[src/fbfl_pkg.sv]
`timescale 1ns / 1ps
// Shared types, constants and codes for the fixed-block free list allocator.
// No dependencies; imported by every module of the block except fbfl_link_ram.
package fbfl_pkg;

    // pool geometry
    localparam int MAX_BLOCKS = 128;
    localparam int RAM_AW     = $clog2(MAX_BLOCKS);
    localparam int LINK_W     = 8;
    localparam int CNT_W      = $clog2(MAX_BLOCKS + 1);
    localparam logic [LINK_W-1:0] NULL_LINK = {LINK_W{1'b1}};

    // port field widths
    localparam int CFG_W       = 16;
    localparam int CFG_IDX_W   = 2;
    localparam int BASE_W      = 16;
    localparam int SIZE_W      = 16;
    localparam int BCOUNT_W    = 8;
    localparam int REQ_W       = 2;
    localparam int FIDX_W      = 7;
    localparam int STATUS_W    = 2;
    localparam int BYTE_W      = 23;
    localparam int PROD_W      = SIZE_W + BCOUNT_W;

    // register reset values
    localparam logic [BASE_W-1:0]   BASE_RESET   = '0;
    localparam logic [SIZE_W-1:0]   SIZE_RESET   = SIZE_W'(16);
    localparam logic [BCOUNT_W-1:0] BCOUNT_RESET = BCOUNT_W'(16);

    // configuration register indexes
    typedef enum logic [CFG_IDX_W-1:0] {
        CFG_BASE_ADDRESS = 2'd0,
        CFG_BLOCK_SIZE   = 2'd1,
        CFG_BLOCK_COUNT  = 2'd2
    } fbfl_cfg_idx_t;

    // request codes
    typedef enum logic [REQ_W-1:0] {
        REQ_ALLOC   = 2'd0,
        REQ_FREE    = 2'd1,
        REQ_REBUILD = 2'd2,
        REQ_QUERY   = 2'd3
    } fbfl_req_t;

    // result status codes
    typedef enum logic [STATUS_W-1:0] {
        STS_OK       = 2'd0,
        STS_EMPTY    = 2'd1,
        STS_BAD_IDX  = 2'd2
    } fbfl_status_t;

    // controller states
    typedef enum logic [2:0] {
        ST_IDLE,
        ST_EXEC,
        ST_REBUILD,
        ST_MUL,
        ST_FIN
    } fbfl_state_t;

    // operands handed to the byte arithmetic unit
    typedef struct packed {
        logic [FIDX_W-1:0] idx;
        logic              hit;
        logic [CNT_W-1:0]  cnt;
        logic [CNT_W-1:0]  free_cnt;
    } fbfl_mul_req_t;

    // byte fields produced by the arithmetic unit
    typedef struct packed {
        logic [BYTE_W-1:0] address;
        logic [BYTE_W-1:0] total;
        logic [BYTE_W-1:0] free;
        logic [BYTE_W-1:0] used;
    } fbfl_bytes_t;

endpackage

[src/fixed_block_free_list_allocator_core.sv]
// Fixed-block free list allocator: a LIFO free list of up to 128 equal blocks held in a
// next-link RAM (registered read data) and a head register. Each request yields one
// result. Allocate, free and query pass through the execute, multiply and finish states
// to the result register; rebuild has its own state in place of execute and writes one
// link per cycle there, since the link RAM has one write port. A request is taken only
// when idle, so not before the previous one has finished. The allocate path is bound by
// the link RAM read that must finish before the head can move. A new request is taken
// while the previous result still waits in the output register. After reset or any
// register write the list is empty; only a rebuild or a free puts blocks on it.
`timescale 1ns / 1ps
// Top level: request controller, head and free counter, output register.
// Depends on fbfl_pkg, fbfl_link_ram and fbfl_bytes.
module fixed_block_free_list_allocator_core
    import fbfl_pkg::*;
(
    input  logic                 aclk,
    input  logic                 aresetn,
    // configuration
    input  logic                 cfg_wr_en,
    input  logic [CFG_IDX_W-1:0] cfg_index,
    input  logic [CFG_W-1:0]     cfg_wr_data,
    // request channel
    input  logic                 s_valid,
    output logic                 s_ready,
    input  logic [REQ_W-1:0]     s_req_type,
    input  logic [FIDX_W-1:0]    s_free_index,
    // result channel
    output logic                 m_valid,
    input  logic                 m_ready,
    output logic [STATUS_W-1:0]  m_status,
    output logic [FIDX_W-1:0]    m_block_index,
    output logic [BYTE_W-1:0]    m_block_address,
    output logic [CNT_W-1:0]     m_free_blocks,
    output logic [BYTE_W-1:0]    m_total_bytes,
    output logic [BYTE_W-1:0]    m_free_bytes,
    output logic [BYTE_W-1:0]    m_used_bytes
);

    fbfl_state_t state_reg, state_next;

    logic [BASE_W-1:0]   base_reg, base_next;
    logic [SIZE_W-1:0]   size_reg, size_next;
    logic [BCOUNT_W-1:0] bcount_reg, bcount_next;

    logic [LINK_W-1:0]   head_reg, head_next;
    logic [CNT_W-1:0]    free_cnt_reg, free_cnt_next;
    logic [CNT_W-1:0]    rb_cnt_reg, rb_cnt_next;
    fbfl_req_t           req_reg, req_next;
    logic [FIDX_W-1:0]   fidx_reg, fidx_next;
    fbfl_status_t        status_reg, status_next;
    logic [FIDX_W-1:0]   idx_reg, idx_next;
    logic                hit_reg, hit_next;

    logic                m_valid_reg;
    logic [STATUS_W-1:0] out_status_reg;
    logic [FIDX_W-1:0]   out_index_reg;
    logic [CNT_W-1:0]    out_free_reg;
    fbfl_bytes_t         out_bytes_reg;

    logic [CNT_W-1:0]    cnt;
    logic                s_xfer;
    logic                m_xfer;
    logic                bad_free;
    logic                head_null;

    logic                ram_we;
    logic [RAM_AW-1:0]   ram_waddr;
    logic [LINK_W-1:0]   ram_wdata;
    logic                ram_re;
    logic [LINK_W-1:0]   ram_rdata;
    logic                mul_load;
    logic                out_load;

    fbfl_mul_req_t       mul_req;
    fbfl_bytes_t         bytes;

    // effective block count, limited to the pool size
    assign cnt = (bcount_reg > BCOUNT_W'(MAX_BLOCKS)) ? CNT_W'(MAX_BLOCKS)
                                                      : CNT_W'(bcount_reg);

    assign s_xfer    = s_valid && s_ready;
    assign m_xfer    = m_valid_reg && m_ready;
    assign bad_free  = {1'b0, fidx_reg} >= cnt;
    assign head_null = head_reg >= LINK_W'(MAX_BLOCKS);

    // next state
    always_comb begin
        state_next = state_reg;
        unique case (state_reg)
            ST_IDLE: begin
                if (s_xfer) begin
                    state_next = (fbfl_req_t'(s_req_type) == REQ_REBUILD) ? ST_REBUILD
                                                                          : ST_EXEC;
                end
            end
            ST_EXEC: begin
                state_next = ST_MUL;
            end
            ST_REBUILD: begin
                if (rb_cnt_reg == cnt) begin
                    state_next = ST_MUL;
                end
            end
            ST_MUL: begin
                state_next = ST_FIN;
            end
            ST_FIN: begin
                if (!m_valid_reg || m_ready) begin
                    state_next = ST_IDLE;
                end
            end
            default: begin
                state_next = ST_IDLE;
            end
        endcase
    end

    // controller outputs: handshake, link RAM port, unit strobes
    always_comb begin
        s_ready   = 1'b0;
        ram_we    = 1'b0;
        ram_waddr = RAM_AW'(fidx_reg);
        ram_wdata = head_reg;
        ram_re    = 1'b0;
        mul_load  = 1'b0;
        out_load  = 1'b0;
        unique case (state_reg)
            ST_IDLE: begin
                s_ready = 1'b1;
                ram_re  = s_valid && (fbfl_req_t'(s_req_type) == REQ_ALLOC);
            end
            ST_EXEC: begin
                ram_we = (req_reg == REQ_FREE) && !bad_free;
            end
            ST_REBUILD: begin
                // link i points at i - 1; block zero gets the null marker by wrap
                ram_we    = rb_cnt_reg != cnt;
                ram_waddr = rb_cnt_reg[RAM_AW-1:0];
                ram_wdata = LINK_W'(rb_cnt_reg - CNT_W'(1));
            end
            ST_MUL: begin
                mul_load = 1'b1;
            end
            ST_FIN: begin
                out_load = !m_valid_reg || m_ready;
            end
            default: begin
                s_ready = 1'b0;
            end
        endcase
    end

    // list state, request context and configuration
    always_comb begin
        base_next     = base_reg;
        size_next     = size_reg;
        bcount_next   = bcount_reg;
        head_next     = head_reg;
        free_cnt_next = free_cnt_reg;
        rb_cnt_next   = rb_cnt_reg;
        req_next      = req_reg;
        fidx_next     = fidx_reg;
        status_next   = status_reg;
        idx_next      = idx_reg;
        hit_next      = hit_reg;

        case (state_reg)
            ST_IDLE: begin
                if (s_xfer) begin
                    req_next    = fbfl_req_t'(s_req_type);
                    fidx_next   = s_free_index;
                    rb_cnt_next = '0;
                    status_next = STS_OK;
                    idx_next    = '0;
                    hit_next    = 1'b0;
                end
            end
            ST_EXEC: begin
                case (req_reg)
                    REQ_ALLOC: begin
                        if (head_null) begin
                            status_next = STS_EMPTY;
                        end else begin
                            idx_next  = FIDX_W'(head_reg);
                            hit_next  = 1'b1;
                            head_next = (ram_rdata >= LINK_W'(MAX_BLOCKS)) ? NULL_LINK
                                                                           : ram_rdata;
                            if (free_cnt_reg != '0) begin
                                free_cnt_next = free_cnt_reg - CNT_W'(1);
                            end
                        end
                    end
                    REQ_FREE: begin
                        if (bad_free) begin
                            status_next = STS_BAD_IDX;
                        end else begin
                            head_next = LINK_W'(fidx_reg);
                            if (free_cnt_reg < cnt) begin
                                free_cnt_next = free_cnt_reg + CNT_W'(1);
                            end
                        end
                    end
                    default: begin
                        status_next = STS_OK;
                    end
                endcase
            end
            ST_REBUILD: begin
                if (rb_cnt_reg == cnt) begin
                    // highest block on top; an empty pool wraps to the null marker
                    head_next     = LINK_W'(cnt - CNT_W'(1));
                    free_cnt_next = cnt;
                end else begin
                    rb_cnt_next = rb_cnt_reg + CNT_W'(1);
                end
            end
            default: begin
                rb_cnt_next = rb_cnt_reg;
            end
        endcase

        // the user keeps configuration writes to idle (not enforced here); register writes empty the list
        if (cfg_wr_en) begin
            unique case (cfg_index)
                CFG_BASE_ADDRESS: begin
                    base_next     = cfg_wr_data[BASE_W-1:0];
                    head_next     = NULL_LINK;
                    free_cnt_next = '0;
                end
                CFG_BLOCK_SIZE: begin
                    size_next     = cfg_wr_data[SIZE_W-1:0];
                    head_next     = NULL_LINK;
                    free_cnt_next = '0;
                end
                CFG_BLOCK_COUNT: begin
                    bcount_next   = cfg_wr_data[BCOUNT_W-1:0];
                    head_next     = NULL_LINK;
                    free_cnt_next = '0;
                end
                default: begin
                    base_next = base_reg;
                end
            endcase
        end
    end

    // control registers
    always_ff @(posedge aclk) begin
        if (!aresetn) begin
            state_reg    <= ST_IDLE;
            base_reg     <= BASE_RESET;
            size_reg     <= SIZE_RESET;
            bcount_reg   <= BCOUNT_RESET;
            head_reg     <= NULL_LINK;
            free_cnt_reg <= '0;
            m_valid_reg  <= 1'b0;
        end else begin
            state_reg    <= state_next;
            base_reg     <= base_next;
            size_reg     <= size_next;
            bcount_reg   <= bcount_next;
            head_reg     <= head_next;
            free_cnt_reg <= free_cnt_next;
            if (out_load) begin
                m_valid_reg <= 1'b1;
            end else if (m_xfer) begin
                m_valid_reg <= 1'b0;
            end
        end
    end

    // request context registers
    always_ff @(posedge aclk) begin
        rb_cnt_reg <= rb_cnt_next;
        req_reg    <= req_next;
        fidx_reg   <= fidx_next;
        status_reg <= status_next;
        idx_reg    <= idx_next;
        hit_reg    <= hit_next;
    end

    // output register
    always_ff @(posedge aclk) begin
        if (out_load) begin
            out_status_reg <= status_reg;
            out_index_reg  <= idx_reg;
            out_free_reg   <= free_cnt_reg;
            out_bytes_reg  <= bytes;
        end
    end

    // next-link memory; reads and writes of one request never overlap the next
    fbfl_link_ram #(
        .DEPTH (MAX_BLOCKS),
        .WIDTH (LINK_W)
    ) u_link_ram (
        .aclk    (aclk),
        .wr_en   (ram_we),
        .wr_addr (ram_waddr),
        .wr_data (ram_wdata),
        .rd_en   (ram_re),
        .rd_addr (head_reg[RAM_AW-1:0]),
        .rd_data (ram_rdata)
    );

    // byte arithmetic
    always_comb begin
        mul_req.idx      = idx_reg;
        mul_req.hit      = hit_reg;
        mul_req.cnt      = cnt;
        mul_req.free_cnt = free_cnt_reg;
    end

    fbfl_bytes u_bytes (
        .aclk         (aclk),
        .load         (mul_load),
        .base_address (base_reg),
        .blk_size     (size_reg),
        .mul_req      (mul_req),
        .bytes        (bytes)
    );

    assign m_valid         = m_valid_reg;
    assign m_status        = out_status_reg;
    assign m_block_index   = out_index_reg;
    assign m_block_address = out_bytes_reg.address;
    assign m_free_blocks   = out_free_reg;
    assign m_total_bytes   = out_bytes_reg.total;
    assign m_free_bytes    = out_bytes_reg.free;
    assign m_used_bytes    = out_bytes_reg.used;

`ifndef NO_ASSERTIONS
    // free counter never exceeds the effective block count
    a_free_cnt_bound: assert property (@(posedge aclk) disable iff (!aresetn)
        free_cnt_reg <= cnt)
        else $error("free counter above block count");

    // head is either a valid block or exactly the null marker
    a_head_form: assert property (@(posedge aclk) disable iff (!aresetn)
        head_reg < LINK_W'(MAX_BLOCKS) || head_reg == NULL_LINK)
        else $error("head holds a malformed link");

    // a finished result lands in an empty output register at once
    a_result_load: assert property (@(posedge aclk) disable iff (!aresetn)
        (state_reg == ST_FIN && !m_valid_reg) |=> m_valid_reg)
        else $error("result not loaded into free output register");
`endif

endmodule

[src/fbfl_link_ram.sv]
`timescale 1ns / 1ps
// Generic single-write, single-read synchronous RAM with registered read data.
// No dependencies; holds the next-link entries of the free list.
module fbfl_link_ram #(
    parameter int DEPTH = 128,
    parameter int WIDTH = 8,
    parameter int AW    = $clog2(DEPTH)
) (
    input  logic             aclk,
    input  logic             wr_en,
    input  logic [AW-1:0]    wr_addr,
    input  logic [WIDTH-1:0] wr_data,
    input  logic             rd_en,
    input  logic [AW-1:0]    rd_addr,
    output logic [WIDTH-1:0] rd_data
);

    logic [WIDTH-1:0] mem [DEPTH];

    // write port
    always_ff @(posedge aclk) begin
        if (wr_en) begin
            mem[wr_addr] <= wr_data;
        end
    end

    // read port, registered read data
    always_ff @(posedge aclk) begin
        if (rd_en) begin
            rd_data <= mem[rd_addr];
        end
    end

endmodule

[src/fbfl_bytes.sv]
`timescale 1ns / 1ps
// Byte arithmetic: block address and total/free/used byte statistics.
// Depends on fbfl_pkg; products are registered, sums follow combinationally.
module fbfl_bytes
    import fbfl_pkg::*;
(
    input  logic                aclk,
    input  logic                load,
    input  logic [BASE_W-1:0]   base_address,
    input  logic [SIZE_W-1:0]   blk_size,
    input  fbfl_mul_req_t       mul_req,
    output fbfl_bytes_t         bytes
);

    logic [PROD_W-1:0] addr_prod_reg;
    logic [PROD_W-1:0] total_prod_reg;
    logic [PROD_W-1:0] free_prod_reg;
    logic              hit_reg;

    logic [PROD_W-1:0] addr_sum;
    logic [PROD_W-1:0] used_diff;

    // product stage, one multiplier per path
    always_ff @(posedge aclk) begin
        if (load) begin
            addr_prod_reg  <= PROD_W'(mul_req.idx) * PROD_W'(blk_size);
            total_prod_reg <= PROD_W'(mul_req.cnt) * PROD_W'(blk_size);
            free_prod_reg  <= PROD_W'(mul_req.free_cnt) * PROD_W'(blk_size);
            hit_reg        <= mul_req.hit;
        end
    end

    // offset by base and derive used bytes
    always_comb begin
        addr_sum  = PROD_W'(base_address) + addr_prod_reg;
        used_diff = (total_prod_reg >= free_prod_reg) ? (total_prod_reg - free_prod_reg)
                                                      : '0;
        bytes.address = hit_reg ? addr_sum[BYTE_W-1:0] : '0;
        bytes.total   = total_prod_reg[BYTE_W-1:0];
        bytes.free    = free_prod_reg[BYTE_W-1:0];
        bytes.used    = used_diff[BYTE_W-1:0];
    end

endmodule
[config.mk]
export PLATFORM = sky130hd
export DESIGN_NAME = fixed_block_free_list_allocator_core
export DESIGN_NICKNAME = d
export VERILOG_FILES = /design/src/fbfl_pkg.sv /design/src/fixed_block_free_list_allocator_core.sv /design/src/fbfl_link_ram.sv /design/src/fbfl_bytes.sv
export SDC_FILE = /design/constraint.sdc
export NUM_CORES = 2
export LEC_CHECK = 0
export BUFFER_PORTS_ARGS = -buffer_cell sky130_fd_sc_hd__buf_2
export CELL_PAD_IN_SITES_DETAIL_PLACEMENT = 1
export CELL_PAD_IN_SITES_GLOBAL_PLACEMENT = 1
export CORE_ASPECT_RATIO = 1.5
export CORE_MARGIN = 8
export CORE_UTILIZATION = 45
export CTS_CLUSTER_SIZE = 14
export DETAILED_ROUTE_END_ITERATION = 8
export PLACE_DENSITY_LB_ADDON = 0.1
export SLEW_MARGIN = 20
export SYNTH_ARGS = -nofsm -noshare
export SYNTH_HDL_FRONTEND = slang
export SYNTH_SLANG_ARGS = --single-unit
export TNS_END_PERCENT = 20
[constraint.sdc]
create_clock -name aclk -period 6.21 [get_ports aclk]
set_input_delay 0.621 -clock aclk [delete_from_list [all_inputs] [get_ports aclk]]
set_output_delay 0.621 -clock aclk [all_outputs]
set_load 0.01 [all_outputs]
# Word-level counts from Yosys, hierarchy flattened
# Memories as Yosys holds them, arrays and structs flattened. A register that Yosys moved wholly into a read port is not among the register bits.
# Cells that the tools add are included.
[totals] ramBits=1024 memories=1 regBits=268 input_bits=32
[op_classes] n_mux=50 magnitude_cmp=6 n_addsub=7 n_mul=3 eq_ne=18 n_reduce_logical=24
[mem_list] memory="u_link_ram.mem" depth=128 width=8 rd=1 rd_ports_with_merged_regs=1 write_ports=1 line="fbfl_link_ram.sv:18" rtl="logic [WIDTH-1:0] mem [DEPTH];"
[op_table] op="$mux W8" count=17
[op_table] op="$pmux W8 S2" count=5
[op_table] op="$mul A8 B16 Y24" count=2
[op_table] op="$mux W7" count=4
[op_table] op="$ge A24 B24 Y1" count=1
[op_table] op="$sub A8 B1 Y8 const B" count=3
[op_table] op="$add A16 B23 Y23" count=1
[op_table] op="$mul A7 B16 Y23" count=1
[op_table] op="$sub A23 B23 Y23" count=1
[op_table] op="$add A8 B1 Y8 const B" count=2
[op_table] op="$ge A8 B8 Y1 const B" count=2
[op_table] op="$pmux W3 S5" count=1
[op_table] op="$pmux W7 S2" count=1
[op_table] op="$mux W1" count=11
[op_table] op="$ne A2 B2 Y1 const B" count=5
[op_table] op="$mux W3" count=3
[op_table] op="$eq A8 B8 Y1" count=1
[op_table] op="$ge A7 B8 Y1" count=1
[op_table] op="$gt A8 B8 Y1 const B" count=1
[op_table] op="$lt A8 B8 Y1" count=1
[op_table] op="$mux W2" count=4
[op_table] op="$ne A8 B8 Y1" count=1
[op_table] op="$pmux W2 S2" count=2
[op_table] op="$reduce_and A2 Y1" count=4
[op_table] op="other kinds (18)" count=33

# Logic depth before layout (Yosys ltp)
[logic_depth] depth_word=9 depth_mapped=22 ltp_nobuf=19

# Modules after synthesis
# Synthesis repeated with hierarchy kept, for this count alone.
[unflattened] cells_unflattened=4242 area_unflattened_um2=65143.7
[by_module_without_submodules] module="fbfl_link_ram" seq_area_each_um2=30989.7 cells_per_inst=1635 area_each_um2=39745.6 instances=1
[by_module_without_submodules] module="fbfl_bytes" seq_area_each_um2=2162.1 cells_per_inst=1876 area_each_um2=16838.6 instances=1
[by_module_without_submodules] module="fixed_block_free_list_allocator_core" seq_area_each_um2=5285.1 cells_per_inst=731 area_each_um2=8559.5 instances=1

# Least setup slack after synthesis
# No wires, ideal clock.
[synth_timing] path_type="register -> register" from="register state_reg[0]" to="register out_bytes_reg, in the netlist m_block_address[0] (enable)" period_less_slack_ns=5.886 required_ns=5.632 path_slack_ns=0.324 t_arrival_ns=5.308 path_buffers=1 stages_incl_launch_ff=5 path_cell_list="dfxtp_1 > clkbuf_1 > nor2_1 > nand2_1 > nor2_1"
[synth_via] elab_chain_len=2
[synth_lines] element="start, declared" line="fixed_block_free_list_allocator_core.sv:39" rtl="fbfl_state_t state_reg, state_next;"
[synth_lines] element="start signal, assigned" line="fixed_block_free_list_allocator_core.sv:258" rtl="state_reg <= state_next;"
[synth_lines] element="$eq A3 B3 Y1" line="fixed_block_free_list_allocator_core.sv:127" rtl="unique case (state_reg)"
[synth_lines] element="$mux W1" line="fixed_block_free_list_allocator_core.sv:127"
[synth_lines] element="net out_load" line="fixed_block_free_list_allocator_core.sv:72" rtl="logic out_load;"
[synth_lines] element="end signal, assigned" line="fixed_block_free_list_allocator_core.sv:288" rtl="out_bytes_reg <= bytes;"
[synth_lines] element="end, declared" line="fixed_block_free_list_allocator_core.sv:58" rtl="fbfl_bytes_t out_bytes_reg;"
# The timed path passes the listed nets, and every way through them passes these cells.
# A chain may end at the register's enable or synchronous reset.

# Final worst setup path
[layout_timing] from="register bcount_reg[7]" to="register u_bytes.total_prod_reg[23], data pin"
[layout_via] elab_chain_len=3
[layout_lines] element="start, declared" line="fixed_block_free_list_allocator_core.sv:43" rtl="logic [BCOUNT_W-1:0] bcount_reg, bcount_next;"
[layout_lines] element="start signal, assigned" line="fixed_block_free_list_allocator_core.sv:261" rtl="bcount_reg <= bcount_next;"
[layout_lines] element="$gt A8 B8 Y1" line="fixed_block_free_list_allocator_core.sv:78" rtl="assign cnt = (bcount_reg > BCOUNT_W'(MAX_BLOCKS)) ? CNT_W'(MAX_BLOCKS)"
[layout_lines] element="$mux W8 (*)" line="fixed_block_free_list_allocator_core.sv:78"
[layout_lines] element="$mul A8 B16 Y24 (*)" line="fbfl_bytes.sv:27" rtl="total_prod_reg <= PROD_W'(mul_req.cnt) * PROD_W'(blk_size);"
[layout_lines] element="end signal, assigned" line="fbfl_bytes.sv:27"
[layout_lines] element="end, declared" line="fbfl_bytes.sv:16" rtl="logic [PROD_W-1:0] total_prod_reg;"
# Every way passes the cells marked *; elsewhere a longest branch is shown, timed or not.

==> results.json <==
{
  "outcome": "finished clean",
  "final_util": 0.505,
  "die_w_um": 323,
  "tightest_slew_ps": 1160,
  "ioPinCount": 143,
  "syn_to_final_growth_pct": 11.8,
  "wl_um": 168000,
  "synthFlopType": "edfxtp_1",
  "slew_viol_final": 0,
  "clkLatencyLatePin_ps": 760,
  "grt_pass1_vias": 38600,
  "grt_use_total": 0.218,
  "min_period_ps": 5760,
  "synth_area_mm2": 0.0636,
  "dp_slack_ps": 387,
  "largest_register_ffs": 1024,
  "post_drt_wl_per_cell_um": 26.8,
  "grt_pass1_wl_um": 250000,
  "clock_skew_ps": 26.0,
  "ir_drop_mv": 0.263,
  "gp_congestion": 0.814,
  "drive_above_1_share": 0.181,
  "post-dp-hpwl_um": 117000,
  "initial_core_util": 0.452,
  "avgSynthCellArea_um2": 15.5,
  "cp.arrival_ps": 6240,
  "rsz0062_at_grt": "false",
  "cts_tree": "yes",
  "fmax_mhz": 174,
  "dr.first_iter.drc_count": 2071,
  "cpPeakStageDelay_ps": 670,
  "syn_inst": 4098,
  "clockBufferDepth": 3,
  "maxCapViolCount": 0,
  "tns_ps": 0,
  "num_vias": 35200,
  "required_ps": 6690,
  "leakage_nw": 25.6,
  "hold_viol_final": 0,
  "route.detailed.drc": 0,
  "crit_fanout": 16,
  "ant_nets": 0,
  "nFillCells": 13600,
  "yosysWarnings": 0,
  "crit_top_cell": "fa_1",
  "port_buffers": 142,
  "cts_buffers": 132,
  "finalWorstSetupSlack_ps": 449,
  "antenna_found_initial": 7,
  "ys_types": 74,
  "fin_nets": 4731,
  "crit_path_cell_trace": "nor2b_1, and2_1, fa_1, fa_1, fa_1, inv_1, fa_1, inv_1, ha_1, a211o_1, or3_1, o21a_1, a21o_1, a31oi_1, o21ai_1, o21ai_1, a211oi_1",
  "powerDensity_mw_per_mm2": 278,
  "period_share": 0.928,
  "syn_nets": 4558,
  "dieArea_mm2": 0.154,
  "synth-async-reset-ratio": 0,
  "critical-path-slowest-cell": "nor2b_1",
  "via_per_inst": 5.63,
  "die_h_um": 476,
  "slew_headroom": 0.219,
  "coreArea_mm2": 0.141,
  "critPathKind": "flip-flop to flip-flop",
  "grt_max_degree": 100,
  "clock_sink_count": 1300,
  "post-cts-setup-buffers": 0,
  "htree_levels": 4,
  "endpoint_kind": "flip-flop",
  "startpoint_type": "flip-flop",
  "path_clk_slew_ps": 60,
  "gr-total-overflow": 0,
  "fp-row-count": 169,
  "cts_resized": 0,
  "finalSetupViolCount": 0,
  "ys_seq_area_frac": 0.604,
  "dr.pass1.iters": 5,
  "synth_edf_count": 1240,
  "clock-root-buffer": "clkbuf_16",
  "hold_buffers": 0,
  "ys_ff_latch": 1300,
  "hold_path.class": "primary input to flip-flop"
}
cell usage in the layout, fill, tap and decap left out, types with 15 or more instances in the layout:
cell       instances
o21ai_0           53
dfxtp_1           56
and2_1           187
nand2b_1          27
fa_1             239
a21o_1            25
ha_1             189
nand3b_1          17
mux4_2           336
buf_4             92
a31oi_1           17
clkbuf_1          27
clkinv_1          26
nor2b_1           35
o21a_1            18
buf_2            142
or3_1             15
nand3_1           46
xnor2_1           67
nor2_1           247
inv_1            304
clkinv_2          16
a21boi_1          33
clkbuf_16        140
nor3_1            37
o21ai_1           24
nand2_1          349
a211oi_1          16
and3_1            16
xor2_1            32
edfxtp_1        1240
a21oi_1           88
final cells by class:
cell class              instances  area (um^2)  area share
diodes                          1         2.50   0.0000352
clock inverters                66          621     0.00873
multi-input cells            2287        23300       0.328
repair buffers                243         1590      0.0224
well taps                    1881         2350      0.0331
clock buffers                 167         3600      0.0507
inverters                     307         1150      0.0162
flip-flops and latches       1300        38500       0.541
kinds of logic after synthesis:
group,Yosys count,share of synthesized area
AO/OA/AOI/OAI,375,0.0385
XOR/XNOR,99,0.0136
adder cells (fa/ha/maj),428,0.112
multiplexers,363,0.124
flip-flops,1300,0.604
AND/OR/NAND/NOR,1022,0.0764
buffers and inverters,511,0.0311
critical path: cells and delay by family, from the launching register on:
family | cells | cell delay (ps)
fa+ha+maj | 5 | 2240
flops | 1 | 480
simple gates | 3 | 1220
buf+inv | 2 | 90
compound gates | 7 | 1450
where the power goes:
group,switching (W),internal (W),total (W)
Clock,0.00339,0.00451,0.00790
Combinational,0.00119,0.000615,0.00181
Sequential,0.000146,0.00994,0.0101
Total,0.00473,0.0151,0.0198
worst paths after layout:
| path | cells after the start | from | slack, ps | endpoint |
|---|---|---|---|---|
| worst max register to register | 17 | bcount_reg[7] | 450 | u_bytes.total_prod_reg[23] |
| worst min-delay path | 1 | s_free_index[3] | 110 | fidx_reg[3] |
| worst min register to register | 0 | u_bytes.total_prod_reg[13] | 450 | m_total_bytes[13] |
| worst max-delay path | 17 | bcount_reg[7] | 450 | u_bytes.total_prod_reg[23] |
synth_stat cells (37+ instances only):
| cell | count | area share |
|---|---|---|
| edfxtp_1 | 1240 | 0.59 |
| nand2_1 | 349 | 0.021 |
| mux4_2 | 336 | 0.12 |
| inv_1 | 304 | 0.018 |
| nor2_1 | 249 | 0.015 |
| fa_1 | 239 | 0.075 |
| ha_1 | 189 | 0.037 |
| and2_1 | 187 | 0.018 |
| clkbuf_1 | 160 | 0.0094 |
| a21oi_1 | 88 | 0.0069 |
| xnor2_1 | 67 | 0.0092 |
| dfxtp_1 | 60 | 0.019 |
| o21ai_0 | 53 | 0.0042 |
| nand3_1 | 46 | 0.0036 |
| nor2b_1 | 37 | 0.0036 |
| nor3_1 | 37 | 0.0029 |
per-layer routing:
metal  up-vias  global-route usage  wire, um
li1      15500                   -         -
met1     18700               0.249     63500
met2       690               0.413     93000
met3       256              0.0290      5660
met4         2              0.0734      5530
met5         -                   0        13
per-stage QoR:
| stage | total power, W | cells | area [um^2] | hold slack [ps] |
|---|---|---|---|---|
| final | 0.0198 | 6252 | 71100 | 113 |
| after global routing | 0.0204 | 6252 | 71100 | 64.5 |
| after CTS | 0.0200 | 6250 | 71000 | 48.5 |
| after detailed placement | 0.0121 | 6017 | 66800 | 438 |
| after global placement | 0.0121 | 6017 | 66800 | 437 |
| after floorplan | 0.0114 | 4098 | 63600 | 400 |
No activity file was read; power rests on OpenSTA's default activity.
